[src/round_robin_thread_scheduler_macros.svh]
// Assertion macros used by the scheduler top level.
`ifndef ROUND_ROBIN_THREAD_SCHEDULER_MACROS_SVH
`define ROUND_ROBIN_THREAD_SCHEDULER_MACROS_SVH

// Same-cycle implication, checked on every clock edge outside reset.
`define RRTS_ASSERT_NOW(lbl, ante, cons, msg) \
  lbl: assert property (@(posedge clk) disable iff (!rst_n) (ante) |-> (cons)) else $error(msg);

// Next-cycle implication, checked on every clock edge outside reset.
`define RRTS_ASSERT_NEXT(lbl, ante, cons, msg) \
  lbl: assert property (@(posedge clk) disable iff (!rst_n) (ante) |=> (cons)) else $error(msg);

`endif

[src/rrts_pkg.sv]
// Shared types and constants of the round-robin thread scheduler.
package rrts_pkg;

  localparam int MAX_THREADS_DEF = 16;
  localparam int FUNC_W = 3;
  localparam int ID_W   = 6;
  localparam int LEN_W  = 16;
  localparam int OC_W   = 3;
  localparam int CNT_W  = 32;

  // Event codes carried by an input item; the last code does nothing.
  typedef enum logic [FUNC_W-1:0] {
    FN_TICK   = 3'd0,
    FN_SPAWN  = 3'd1,
    FN_TERM   = 3'd2,
    FN_BLOCK  = 3'd3,
    FN_RESUME = 3'd4,
    FN_SLEEP  = 3'd5,
    FN_QUERY  = 3'd6,
    FN_UNUSED = 3'd7
  } func_t;

  // Outcome codes returned with each result item.
  typedef enum logic [OC_W-1:0] {
    OC_OK         = 3'd0,
    OC_NO_THREAD  = 3'd1,
    OC_TABLE_FULL = 3'd2,
    OC_MAIN_BLOCK = 3'd3,
    OC_MAIN_SLEEP = 3'd4,
    OC_BAD_LEN    = 3'd5,
    OC_MAIN_TERM  = 3'd6
  } outcome_t;

  // Per-thread status.
  typedef enum logic [1:0] {
    ST_UNUSED  = 2'd0,
    ST_READY   = 2'd1,
    ST_RUNNING = 2'd2,
    ST_BLOCKED = 2'd3
  } status_t;

  // One thread table entry.
  typedef struct packed {
    status_t            status;
    logic [CNT_W-1:0]   quanta;
    logic [CNT_W-1:0]   wake;
    logic               hold;
  } thread_ent_t;

  // Control of the thread ring: rotate one place, writing the head entry back at the tail.
  typedef struct packed {
    logic        shift;
    thread_ent_t wr;
  } ring_ctrl_t;

  // Control of the ready queue.
  typedef struct packed {
    logic            deq;
    logic            enq;
    logic [ID_W-1:0] val;
  } q_ctrl_t;

endpackage

[src/rrts_thread_cell.sv]
// One cell of the thread ring: holds a single thread table entry.
module rrts_thread_cell #(
  parameter bit MAIN = 1'b0
) (
  input  logic                clk,
  input  logic                rst_n,
  input  logic                shift,
  input  rrts_pkg::thread_ent_t d,
  output rrts_pkg::thread_ent_t q
);
  import rrts_pkg::*;

  thread_ent_t ent_r;

  // Take the neighbor's entry on a shift; reset puts the main thread in cell zero.
  always_ff @(posedge clk) begin
    if (!rst_n) begin
      ent_r.status <= MAIN ? ST_RUNNING : ST_UNUSED;
      ent_r.quanta <= MAIN ? CNT_W'(1) : '0;
      ent_r.wake   <= '0;
      ent_r.hold   <= 1'b0;
    end else if (shift) begin
      ent_r <= d;
    end
  end

  assign q = ent_r;

endmodule

[src/rrts_thread_ring.sv]
// Ring of thread cells; the head cell is visited once per full rotation.
module rrts_thread_ring #(
  parameter int MAX_THREADS = rrts_pkg::MAX_THREADS_DEF
) (
  input  logic                 clk,
  input  logic                 rst_n,
  input  rrts_pkg::ring_ctrl_t ctrl,
  output rrts_pkg::thread_ent_t head
);
  import rrts_pkg::*;

  thread_ent_t q [MAX_THREADS];
  thread_ent_t d [MAX_THREADS];

  // Each cell takes its upper neighbor; the last cell takes the updated head.
  for (genvar i = 0; i < MAX_THREADS; i++) begin : g_cell
    if (i == MAX_THREADS - 1) begin : g_tail
      assign d[i] = ctrl.wr;
    end else begin : g_body
      assign d[i] = q[i+1];
    end
    rrts_thread_cell #(.MAIN(i == 0)) u_cell (
      .clk   (clk),
      .rst_n (rst_n),
      .shift (ctrl.shift),
      .d     (d[i]),
      .q     (q[i])
    );
  end

  assign head = q[0];

endmodule

[src/rrts_ready_queue.sv]
// Ready queue built as a shift chain: dequeue shifts toward the head, enqueue fills the tail.
module rrts_ready_queue #(
  parameter int MAX_THREADS = rrts_pkg::MAX_THREADS_DEF,
  parameter int TW = $clog2(MAX_THREADS),
  parameter int LW = $clog2(MAX_THREADS + 1)
) (
  input  logic              clk,
  input  logic              rst_n,
  input  rrts_pkg::q_ctrl_t ctrl,
  output logic [TW-1:0]     head,
  output logic [LW-1:0]     len
);
  import rrts_pkg::*;

  logic [TW-1:0] ent_r [MAX_THREADS];
  logic [LW-1:0] len_r;
  logic [LW-1:0] len_nxt;
  logic [LW-1:0] base;
  logic          do_deq;
  logic          do_enq;

  // An enqueue into a full queue is dropped.
  always_comb begin
    do_deq  = ctrl.deq && (len_r != '0);
    base    = len_r - LW'(do_deq);
    do_enq  = ctrl.enq && (base < LW'(MAX_THREADS));
    len_nxt = base + LW'(do_enq);
  end

  always_ff @(posedge clk) begin
    if (!rst_n) begin
      len_r <= '0;
    end else begin
      len_r <= len_nxt;
    end
  end

  // Entry cells; an enqueue at the new tail wins over the shift.
  for (genvar i = 0; i < MAX_THREADS; i++) begin : g_ent
    if (i == MAX_THREADS - 1) begin : g_last
      always_ff @(posedge clk) begin
        if (do_enq && (base == LW'(i))) begin
          ent_r[i] <= ctrl.val[TW-1:0];
        end
      end
    end else begin : g_mid
      always_ff @(posedge clk) begin
        if (do_enq && (base == LW'(i))) begin
          ent_r[i] <= ctrl.val[TW-1:0];
        end else if (do_deq) begin
          ent_r[i] <= ent_r[i+1];
        end
      end
    end
  end

  assign head = ent_r[0];
  assign len  = len_r;

endmodule

[src/round_robin_thread_scheduler.sv]
// Top level of the round-robin thread scheduler: sequencer over the thread ring and ready queue.
//
// Usage: drive in_func, in_thread_id and in_sleep_length and raise start while busy is low;
// the item is taken at that clock edge and busy rises on the next cycle. The result appears
// on the out_ ports for exactly one cycle, marked by out_valid, after which busy falls. The
// receiver cannot hold results off; there is no output stall.
// Passes: the thread table is a ring of MAX_THREADS cells that rotates one place per cycle
// during a table pass, and every table operation is one full rotation. An item takes one
// table pass, then a rotation of the ready queue when a removal is needed, then, when it
// reschedules, a wakeup sweep, requeue, pop, and the sweep that marks the new running
// thread. Items are processed one at a time.
// Reset (synchronous, active low): thread 0 runs with one quantum, the other slots are
// unused, the ready queue is empty and the total quantum count is one. No clearing pass.
`include "round_robin_thread_scheduler_macros.svh"

module round_robin_thread_scheduler #(
  parameter int MAX_THREADS = rrts_pkg::MAX_THREADS_DEF
) (
  input  logic                       clk,
  input  logic                       rst_n,
  input  logic                       start,
  output logic                       busy,
  input  logic [rrts_pkg::FUNC_W-1:0] in_func,
  input  logic [rrts_pkg::ID_W-1:0]   in_thread_id,
  input  logic [rrts_pkg::LEN_W-1:0]  in_sleep_length,
  output logic                       out_valid,
  output logic [rrts_pkg::OC_W-1:0]   out_outcome,
  output logic [rrts_pkg::CNT_W-1:0]  out_answer,
  output logic [rrts_pkg::ID_W-1:0]   out_running_now,
  output logic [rrts_pkg::CNT_W-1:0]  out_total_now,
  output logic                       out_switched
);
  import rrts_pkg::*;

  localparam int TW = $clog2(MAX_THREADS);
  localparam int LW = $clog2(MAX_THREADS + 1);
  localparam logic [TW-1:0] K_LAST = TW'(MAX_THREADS - 1);

  typedef enum logic [7:0] {
    S_IDLE = 8'b0000_0001,
    S_OPS  = 8'b0000_0010,
    S_RMV  = 8'b0000_0100,
    S_WAKE = 8'b0000_1000,
    S_REQ  = 8'b0001_0000,
    S_POP  = 8'b0010_0000,
    S_RUN  = 8'b0100_0000,
    S_DONE = 8'b1000_0000
  } state_t;

  state_t            state_r, state_nxt;
  logic [TW-1:0]     k_r, k_nxt;
  func_t             func_r, func_nxt;
  logic [ID_W-1:0]   tid_r, tid_nxt;
  logic [LEN_W-1:0]  slen_r, slen_nxt;
  outcome_t          outcome_r, outcome_nxt;
  logic [CNT_W-1:0]  answer_r, answer_nxt;
  logic              sw_r, sw_nxt;
  logic              rm_r, rm_nxt;
  logic              found_r, found_nxt;
  logic              cur_req_r, cur_req_nxt;
  logic [TW-1:0]     nxt_id_r, nxt_id_nxt;
  logic [LW-1:0]     rm_len_r, rm_len_nxt;
  logic [TW-1:0]     running_r, running_nxt;
  logic [CNT_W-1:0]  total_r, total_nxt;

  ring_ctrl_t        ring_ctrl;
  thread_ent_t       head;
  q_ctrl_t           q_ctrl;
  logic [TW-1:0]     q_head;
  logic [LW-1:0]     q_len;

  logic              k_last;
  logic              tid_hit;
  logic              k_is_run;
  logic              exists;
  logic [CNT_W-1:0]  upcoming;

  rrts_thread_ring #(.MAX_THREADS(MAX_THREADS)) u_ring (
    .clk   (clk),
    .rst_n (rst_n),
    .ctrl  (ring_ctrl),
    .head  (head)
  );

  rrts_ready_queue #(.MAX_THREADS(MAX_THREADS), .TW(TW), .LW(LW)) u_queue (
    .clk   (clk),
    .rst_n (rst_n),
    .ctrl  (q_ctrl),
    .head  (q_head),
    .len   (q_len)
  );

  // Compare helpers for the entry at the ring head.
  assign k_last   = (k_r == K_LAST);
  assign tid_hit  = (ID_W'(k_r) == tid_r);
  assign k_is_run = (k_r == running_r);
  assign exists   = (head.status != ST_UNUSED);
  assign upcoming = total_r + CNT_W'(1);

  // Sequencer: one ring rotation per table pass.
  always_comb begin
    state_nxt   = state_r;
    k_nxt       = k_r;
    func_nxt    = func_r;
    tid_nxt     = tid_r;
    slen_nxt    = slen_r;
    outcome_nxt = outcome_r;
    answer_nxt  = answer_r;
    sw_nxt      = sw_r;
    rm_nxt      = rm_r;
    found_nxt   = found_r;
    cur_req_nxt = cur_req_r;
    nxt_id_nxt  = nxt_id_r;
    rm_len_nxt  = rm_len_r;
    running_nxt = running_r;
    total_nxt   = total_r;
    ring_ctrl.shift = 1'b0;
    ring_ctrl.wr    = head;
    q_ctrl.deq  = 1'b0;
    q_ctrl.enq  = 1'b0;
    q_ctrl.val  = ID_W'(k_r);

    case (state_r)
      S_IDLE: begin
        if (start) begin
          func_nxt    = func_t'(in_func);
          tid_nxt     = in_thread_id;
          slen_nxt    = in_sleep_length;
          answer_nxt  = '0;
          sw_nxt      = 1'b0;
          rm_nxt      = 1'b0;
          found_nxt   = 1'b0;
          cur_req_nxt = 1'b0;
          k_nxt       = '0;
          outcome_nxt = OC_OK;
          state_nxt   = S_OPS;
          case (func_t'(in_func))
            FN_TICK:  sw_nxt = 1'b1;
            FN_SPAWN: outcome_nxt = OC_TABLE_FULL;
            FN_TERM, FN_BLOCK, FN_RESUME, FN_QUERY: outcome_nxt = OC_NO_THREAD;
            FN_SLEEP: begin
              if (running_r == '0) begin
                outcome_nxt = OC_MAIN_SLEEP;
              end else if (in_sleep_length == '0) begin
                outcome_nxt = OC_BAD_LEN;
              end else begin
                sw_nxt = 1'b1;
              end
            end
            default: outcome_nxt = OC_OK;
          endcase
        end
      end

      // Apply the event to the target entry as it passes the head.
      S_OPS: begin
        ring_ctrl.shift = 1'b1;
        case (func_r)
          FN_SPAWN: begin
            if ((k_r != '0) && !found_r && !exists) begin
              found_nxt          = 1'b1;
              ring_ctrl.wr.status = ST_READY;
              ring_ctrl.wr.quanta = '0;
              ring_ctrl.wr.wake   = '0;
              ring_ctrl.wr.hold   = 1'b0;
              q_ctrl.enq         = 1'b1;
              outcome_nxt        = OC_OK;
              answer_nxt         = CNT_W'(k_r);
            end
          end
          FN_TERM: begin
            if (tid_hit && exists) begin
              if (k_r == '0) begin
                outcome_nxt = OC_MAIN_TERM;
              end else begin
                outcome_nxt         = OC_OK;
                ring_ctrl.wr.status = ST_UNUSED;
                rm_nxt              = 1'b1;
                if (k_is_run) begin
                  sw_nxt = 1'b1;
                end
              end
            end
          end
          FN_BLOCK: begin
            if (tid_hit && exists) begin
              if (k_r == '0) begin
                outcome_nxt = OC_MAIN_BLOCK;
              end else begin
                outcome_nxt         = OC_OK;
                ring_ctrl.wr.hold   = 1'b1;
                ring_ctrl.wr.status = ST_BLOCKED;
                if (head.status == ST_READY) begin
                  rm_nxt = 1'b1;
                end else if (k_is_run) begin
                  sw_nxt = 1'b1;
                end
              end
            end
          end
          FN_RESUME: begin
            if (tid_hit && exists) begin
              outcome_nxt       = OC_OK;
              ring_ctrl.wr.hold = 1'b0;
              if ((head.status == ST_BLOCKED) && (head.wake <= total_r)) begin
                ring_ctrl.wr.status = ST_READY;
                q_ctrl.enq          = 1'b1;
              end
            end
          end
          FN_SLEEP: begin
            if (k_is_run && (outcome_r == OC_OK)) begin
              ring_ctrl.wr.wake   = total_r + CNT_W'(slen_r) + CNT_W'(1);
              ring_ctrl.wr.status = ST_BLOCKED;
            end
          end
          FN_QUERY: begin
            if (tid_hit && exists) begin
              outcome_nxt = OC_OK;
              answer_nxt  = head.quanta;
            end
          end
          default: begin
          end
        endcase
        if (k_last) begin
          k_nxt      = '0;
          rm_len_nxt = q_len;
          if (rm_nxt) begin
            state_nxt = S_RMV;
          end else if (sw_nxt) begin
            state_nxt = S_WAKE;
          end else begin
            state_nxt = S_DONE;
          end
        end else begin
          k_nxt = k_r + TW'(1);
        end
      end

      // Rotate the queue once through, dropping the removed thread.
      S_RMV: begin
        if (LW'(k_r) < rm_len_r) begin
          q_ctrl.deq = 1'b1;
          q_ctrl.enq = (q_head != tid_r[TW-1:0]);
          q_ctrl.val = ID_W'(q_head);
        end
        if (k_last) begin
          k_nxt     = '0;
          state_nxt = sw_r ? S_WAKE : S_DONE;
        end else begin
          k_nxt = k_r + TW'(1);
        end
      end

      // Wake expired sleepers in thread order and retire the running thread.
      S_WAKE: begin
        ring_ctrl.shift = 1'b1;
        if ((k_r != '0) && (head.status == ST_BLOCKED) && (head.wake != '0) &&
            (head.wake <= upcoming)) begin
          ring_ctrl.wr.wake = '0;
          if (!head.hold) begin
            ring_ctrl.wr.status = ST_READY;
            q_ctrl.enq          = 1'b1;
          end
        end
        if (k_is_run && (head.status == ST_RUNNING)) begin
          ring_ctrl.wr.status = ST_READY;
          cur_req_nxt         = 1'b1;
        end
        if (k_last) begin
          k_nxt     = '0;
          state_nxt = S_REQ;
        end else begin
          k_nxt = k_r + TW'(1);
        end
      end

      // Requeue the previous running thread behind the woken ones.
      S_REQ: begin
        q_ctrl.enq = cur_req_r;
        q_ctrl.val = ID_W'(running_r);
        state_nxt  = S_POP;
      end

      // Take the queue head, or keep the current thread when the queue is empty.
      S_POP: begin
        if (q_len != '0) begin
          q_ctrl.deq = 1'b1;
          nxt_id_nxt = q_head;
        end else begin
          nxt_id_nxt = running_r;
        end
        state_nxt = S_RUN;
      end

      // Mark the chosen thread running and count its quantum.
      S_RUN: begin
        ring_ctrl.shift = 1'b1;
        if (k_r == nxt_id_r) begin
          ring_ctrl.wr.status = ST_RUNNING;
          ring_ctrl.wr.quanta = head.quanta + CNT_W'(1);
        end
        if (k_last) begin
          k_nxt       = '0;
          running_nxt = nxt_id_r;
          total_nxt   = total_r + CNT_W'(1);
          state_nxt   = S_DONE;
        end else begin
          k_nxt = k_r + TW'(1);
        end
      end

      S_DONE: begin
        state_nxt = S_IDLE;
      end

      default: begin
        state_nxt = S_IDLE;
      end
    endcase
  end

  // Control registers.
  always_ff @(posedge clk) begin
    if (!rst_n) begin
      state_r   <= S_IDLE;
      k_r       <= '0;
      sw_r      <= 1'b0;
      rm_r      <= 1'b0;
      found_r   <= 1'b0;
      cur_req_r <= 1'b0;
      running_r <= '0;
      total_r   <= CNT_W'(1);
    end else begin
      state_r   <= state_nxt;
      k_r       <= k_nxt;
      sw_r      <= sw_nxt;
      rm_r      <= rm_nxt;
      found_r   <= found_nxt;
      cur_req_r <= cur_req_nxt;
      running_r <= running_nxt;
      total_r   <= total_nxt;
    end
  end

  // Item payload and result registers.
  always_ff @(posedge clk) begin
    func_r    <= func_nxt;
    tid_r     <= tid_nxt;
    slen_r    <= slen_nxt;
    outcome_r <= outcome_nxt;
    answer_r  <= answer_nxt;
    nxt_id_r  <= nxt_id_nxt;
    rm_len_r  <= rm_len_nxt;
  end

  assign busy            = (state_r != S_IDLE);
  assign out_valid       = (state_r == S_DONE);
  assign out_outcome     = outcome_r;
  assign out_answer      = answer_r;
  assign out_running_now = ID_W'(running_r);
  assign out_total_now   = total_r;
  assign out_switched    = sw_r;

  // Checks on the sequencer and the queue.
  `RRTS_ASSERT_NEXT(a_strobe_single, out_valid, !out_valid, "result strobe longer than a cycle")
  `RRTS_ASSERT_NEXT(a_accept_busy, start && !busy, busy && !out_valid, "accepted item not busy")
  `RRTS_ASSERT_NOW(a_queue_cap, 1'b1, q_len <= LW'(MAX_THREADS), "ready queue over capacity")

endmodule
[config.mk]
export PLATFORM = sky130hd
export DESIGN_NAME = round_robin_thread_scheduler
export DESIGN_NICKNAME = d
export VERILOG_FILES = /design/src/rrts_pkg.sv /design/src/rrts_thread_cell.sv /design/src/rrts_thread_ring.sv /design/src/rrts_ready_queue.sv /design/src/round_robin_thread_scheduler.sv
export VERILOG_INCLUDE_DIRS = /design/src /design/src/src
export SDC_FILE = /design/constraint.sdc
export NUM_CORES = 2
export LEC_CHECK = 0
export BUFFER_PORTS_ARGS = -buffer_cell sky130_fd_sc_hd__buf_2
export CAP_MARGIN = 20
export CELL_PAD_IN_SITES_DETAIL_PLACEMENT = 1
export CELL_PAD_IN_SITES_GLOBAL_PLACEMENT = 2
export CORE_MARGIN = 3
export CORE_UTILIZATION = 38
export DETAILED_ROUTE_END_ITERATION = 12
export PLACE_DENSITY_LB_ADDON = 0.2
export SETUP_SLACK_MARGIN = 0.3
export SLEW_MARGIN = 0
export SYNTH_ARGS = -nofsm -noshare
export SYNTH_HDL_FRONTEND = slang
export SYNTH_SLANG_ARGS = --single-unit
[constraint.sdc]
create_clock -name clk -period 6.4 [get_ports clk]
set_clock_uncertainty 0.05 [all_clocks]
set_input_delay 0.64 -clock clk [delete_from_list [all_inputs] [get_ports clk]]
set_output_delay 0.64 -clock clk [all_outputs]
set_load 0.05 [all_outputs]
==> flow_metrics.tcl <==
set metrics [dict create \
    synth_cell_type_count 81 \
    regArea_sq_um 26600 \
    start_util_pct 38.5 \
    fin_tns_setup_ns 0 \
    worstSetupPathType "reg2reg" \
    synth_edf_count 133 \
    drt_iter0_markers 3010 \
    grt-ovfl-total 0 \
    finalHoldViolCount 0 \
    avgSynthCellArea_sq_um 8.21 \
    power.leakage_nw 19.0 \
    power_frac_clock_pct 48.9 \
    yosysWarnings 0 \
    cp-start-kind "register" \
    cap_violations 0 \
    drtAntennaViolNets 0 \
    maxSlewViolCount 0 \
    relSlewSlack_pct 7.11 \
    period_minus_slack_ns 5.76 \
    status "finished clean" \
    async_flop_share_pct 0 \
    die_h_um 367 \
    grt_pass1_vias 39600 \
    dp_hpwl_um 87000 \
    cts_max_level 4 \
    cts_tree "done" \
    worstMarginPinSlew_ns 1.39 \
    io_pins 104 \
    rsz0062_at_grt "false" \
    die_x_um 367 \
    arrival_ns 6.21 \
    multiInputGateArea_sq_um 21100 \
    final_util_pct 43.9 \
    min_path_type "in2reg" \
    max_freq_mhz 174 \
    grt_max_degree 250 \
    rrSetupSlack_ns 0.64 \
    p_sw_share_pct 23.0 \
    nNetsFinal 6085 \
    cts.sinks 1262 \
    n_fill_cell 15300 \
    ir_worst_vdd_uv 287 \
    vias 40200 \
    cts_max_path_buffers 3 \
    ys.flop_type "dfxtp_1" \
    layout-area-overhead-vs-synth_pct 13.8 \
    place_congestion 0.880 \
    timing.final.crit_share_pct 90.0 \
    pwr-share-seq_pct 47.6 \
    powerDensity_nw_per_um2 301 \
    fin_total_pwr_mw 17.0 \
    dieArea_sq_um 135000 \
    clockRootBuffer "clkbuf_16" \
    cp_max_fo 24 \
    place.port_buffers 101 \
    cp-end-kind "register" \
    rows 131 \
    setup_viol 0 \
    grt_first_pass_wirelength_um 220000 \
    routedWlPerCell_um 17.6 \
    coreArea_sq_um 129000 \
    syn_area_sq_um 49500 \
    antennaDiodeCount 0 \
    antenna_found_initial 8 \
    p_comb_share_pct 3.5 \
    path_clk_slew_ns 0.07 \
    vias_per_cell 5.14 \
    route.detailed.drc 0 \
    intPower_mw 13.1 \
    required_ns 6.85 \
    ys_seq_elements 1262 \
    dp_cells 7523 \
    seq_area_frac_synth_pct 53.7 \
    first_pass_iters 7 \
    grtUsageTotal_pct 19.9 \
    syn_inst 6036 \
    cts_made_buffers 142 \
    drive_gt1_share_pct 8.47 \
    drt_wl_total_um 138000 \
    clock_latency_ns 0.77 \
    p_switching_mw 3.90 \
    finalNonFillerCells 7811 \
]
[cell usage in the layout, fill, tap and decap left out, types with 7 or more instances in the layout]
master	n
buf_4	64
a31o_2	7
buf_2	102
inv_1	60
o21ai_0	112
a31oi_1	20
a22oi_1	12
clkbuf_1	34
or2_2	8
and3_1	19
a21oi_1	1115
nor3_1	35
o211ai_1	15
o21a_1	8
dlygate4sd3_1	22
or3_1	17
nand2b_1	16
xnor2_1	101
edfxtp_1	133
and2_1	37
clkbuf_16	148
nand2_1	2168
a21o_1	15
clkinv_2	19
a211oi_1	8
nor2b_1	9
nand3_1	54
nor4_1	24
a221oi_1	17
clkbuf_8	38
mux2_2	64
buf_12	12
nor2_1	161
ha_1	92
nand4_1	35
dfxtp_1	1129
[power groups by stage]
stage / Sequential [mW] / Clock [mW] / Combinational (mW)
3_5_place_dp: 8.25 / 0 / 0.595
5_1_grt: 8.07 / 8.90 / 0.655
4_1_cts: 8.07 / 8.55 / 0.607
6_report: 8.08 / 8.29 / 0.601
3_3_place_gp: 8.25 / 0 / 0.594
2_1_floorplan: 8.30 / 0 / 0.349
[state kept, by name, indices dropped and copies added (netlist names), 3 cells and up]
| name | cells |
|---|---|
| tid_r | 6 |
| func_r | 3 |
| nxt_id_r | 4 |
| state_r | 8 |
| k_r | 4 |
| u_queue.ent_r | 64 |
| u_ring.g_cell.u_cell.q | 1072 |
| out_total_now | 32 |
| slen_r | 16 |
| running_r | 4 |
| out_outcome | 3 |
| rm_len_r | 5 |
| u_queue.len | 5 |
| out_answer | 32 |
[stage by stage]
step	setup WS, ns	hold slack [ns]	area [sq um]
after global placement	0.313	0.387	51300
after CTS	0.322	0.0456	56300
final	0.641	0.115	56400
after floorplan	0.833	0.379	49500
after detailed placement	0.262	0.395	51300
after global routing	0.305	0.0867	56400
[area by class of cell]
class	count	area share, %
sequential	1262	47.2
multi-input combinational	4291	37.4
tap	1729	3.84
timing repair buffer	202	2.64
clock inverter	42	0.808
clock buffer	220	7.72
inverter	65	0.446
[worst paths after layout]
path	start	end	depth (start not counted)
worst min-delay path	in_func[0]	func_r[0]	1
worst max register to register	out_total_now[5]	u_queue.ent_r[0][8]	19
worst min register to register	u_ring.g_cell[8].u_cell.q[31]	u_ring.g_cell[7].u_cell.q[31]	2
worst max-delay path	out_total_now[5]	u_queue.ent_r[0][8]	19
[worst max-delay path, stage by stage (launching register included)]
cell and delay, ns:
dfxtp_1 0.43, nand2_1 0.16, nor4_4 0.42, or3b_4 0.47, nor3_2 0.25, nand3_1 0.14
buf_4 0.18, or3_1 0.32, xnor2_1 0.14, ha_1 0.30, nand4_1 0.24, nor4_4 0.35
buf_4 0.17, nand2_1 0.08, a221oi_4 0.39, nand2b_1 0.17, o211ai_4 0.26, buf_6 0.27
a41o_2 0.29, mux2_2 0.36
[synthesized netlist by cell type (7+ instances only)]
master / instances / area, sq um
and3_1: 19 / 119
nand2b_1: 17 / 106
nand3_1: 54 / 270
a21oi_1: 1116 / 5590
a22oi_1: 12 / 90.1
mux2_2: 64 / 721
a31oi_1: 20 / 125
o21ai_0: 112 / 561
a21o_1: 15 / 113
nor4_1: 25 / 156
ha_1: 92 / 1150
nand2_1: 2168 / 8140
nor2_1: 163 / 612
dfxtp_1: 1129 / 22600
edfxtp_1: 133 / 3990
a221oi_1: 17 / 149
buf_2: 70 / 350
nor3_1: 35 / 175
o211ai_1: 15 / 113
or2_2: 8 / 50.1
a211oi_1: 8 / 60.1
clkbuf_1: 342 / 1280
xnor2_1: 101 / 885
a31o_2: 7 / 61.3
o21a_1: 8 / 60.1
and2_1: 37 / 231
inv_1: 61 / 229
nand4_1: 35 / 219
nor2b_1: 9 / 56.3
or3_1: 17 / 106
[per-layer routing]
| metal | part of all wire (%) | wire length (um) | GRT usage, % | up-vias |
|---|---|---|---|---|
| li1 | - | - | - | 19900 |
| met1 | 48 | 66600 | 27.5 | 19500 |
| met2 | 46 | 63200 | 32.2 | 522 |
| met3 | 3.5 | 4870 | 3.12 | 204 |
| met4 | 2.2 | 2990 | 5.50 | 0 |
| met5 | 0 | 0 | 0 | - |
[cell families after synthesis]
group                    Yosys count  synth area share [%]
AO/OA/AOI/OAI                   1400                  15.3
adder cells (fa/ha/maj)           93                  2.36
multiplexers                      67                  1.52
buffers and inverters            484                  3.89
AND/OR/NAND/NOR                 2622                  21.3
other                              1               0.00757
XOR/XNOR                         107                  1.89
flip-flops                      1262                  53.7
[timing repair]
| action | 4_1_cts | 5_1_grt |
|---|---|---|
| hold buffers | 22 | 0 |
| cloned | 0 | 0 |
| endpoints found under the hold margin | 22 | 0 |
| setup endpoints to repair | 72 | 104 |
| gates resized for setup | 1 | 6 |
| pin swaps | 0 | 1 |
| buffers inserted | 0 | 0 |
(Power assumes the default switching activity.)
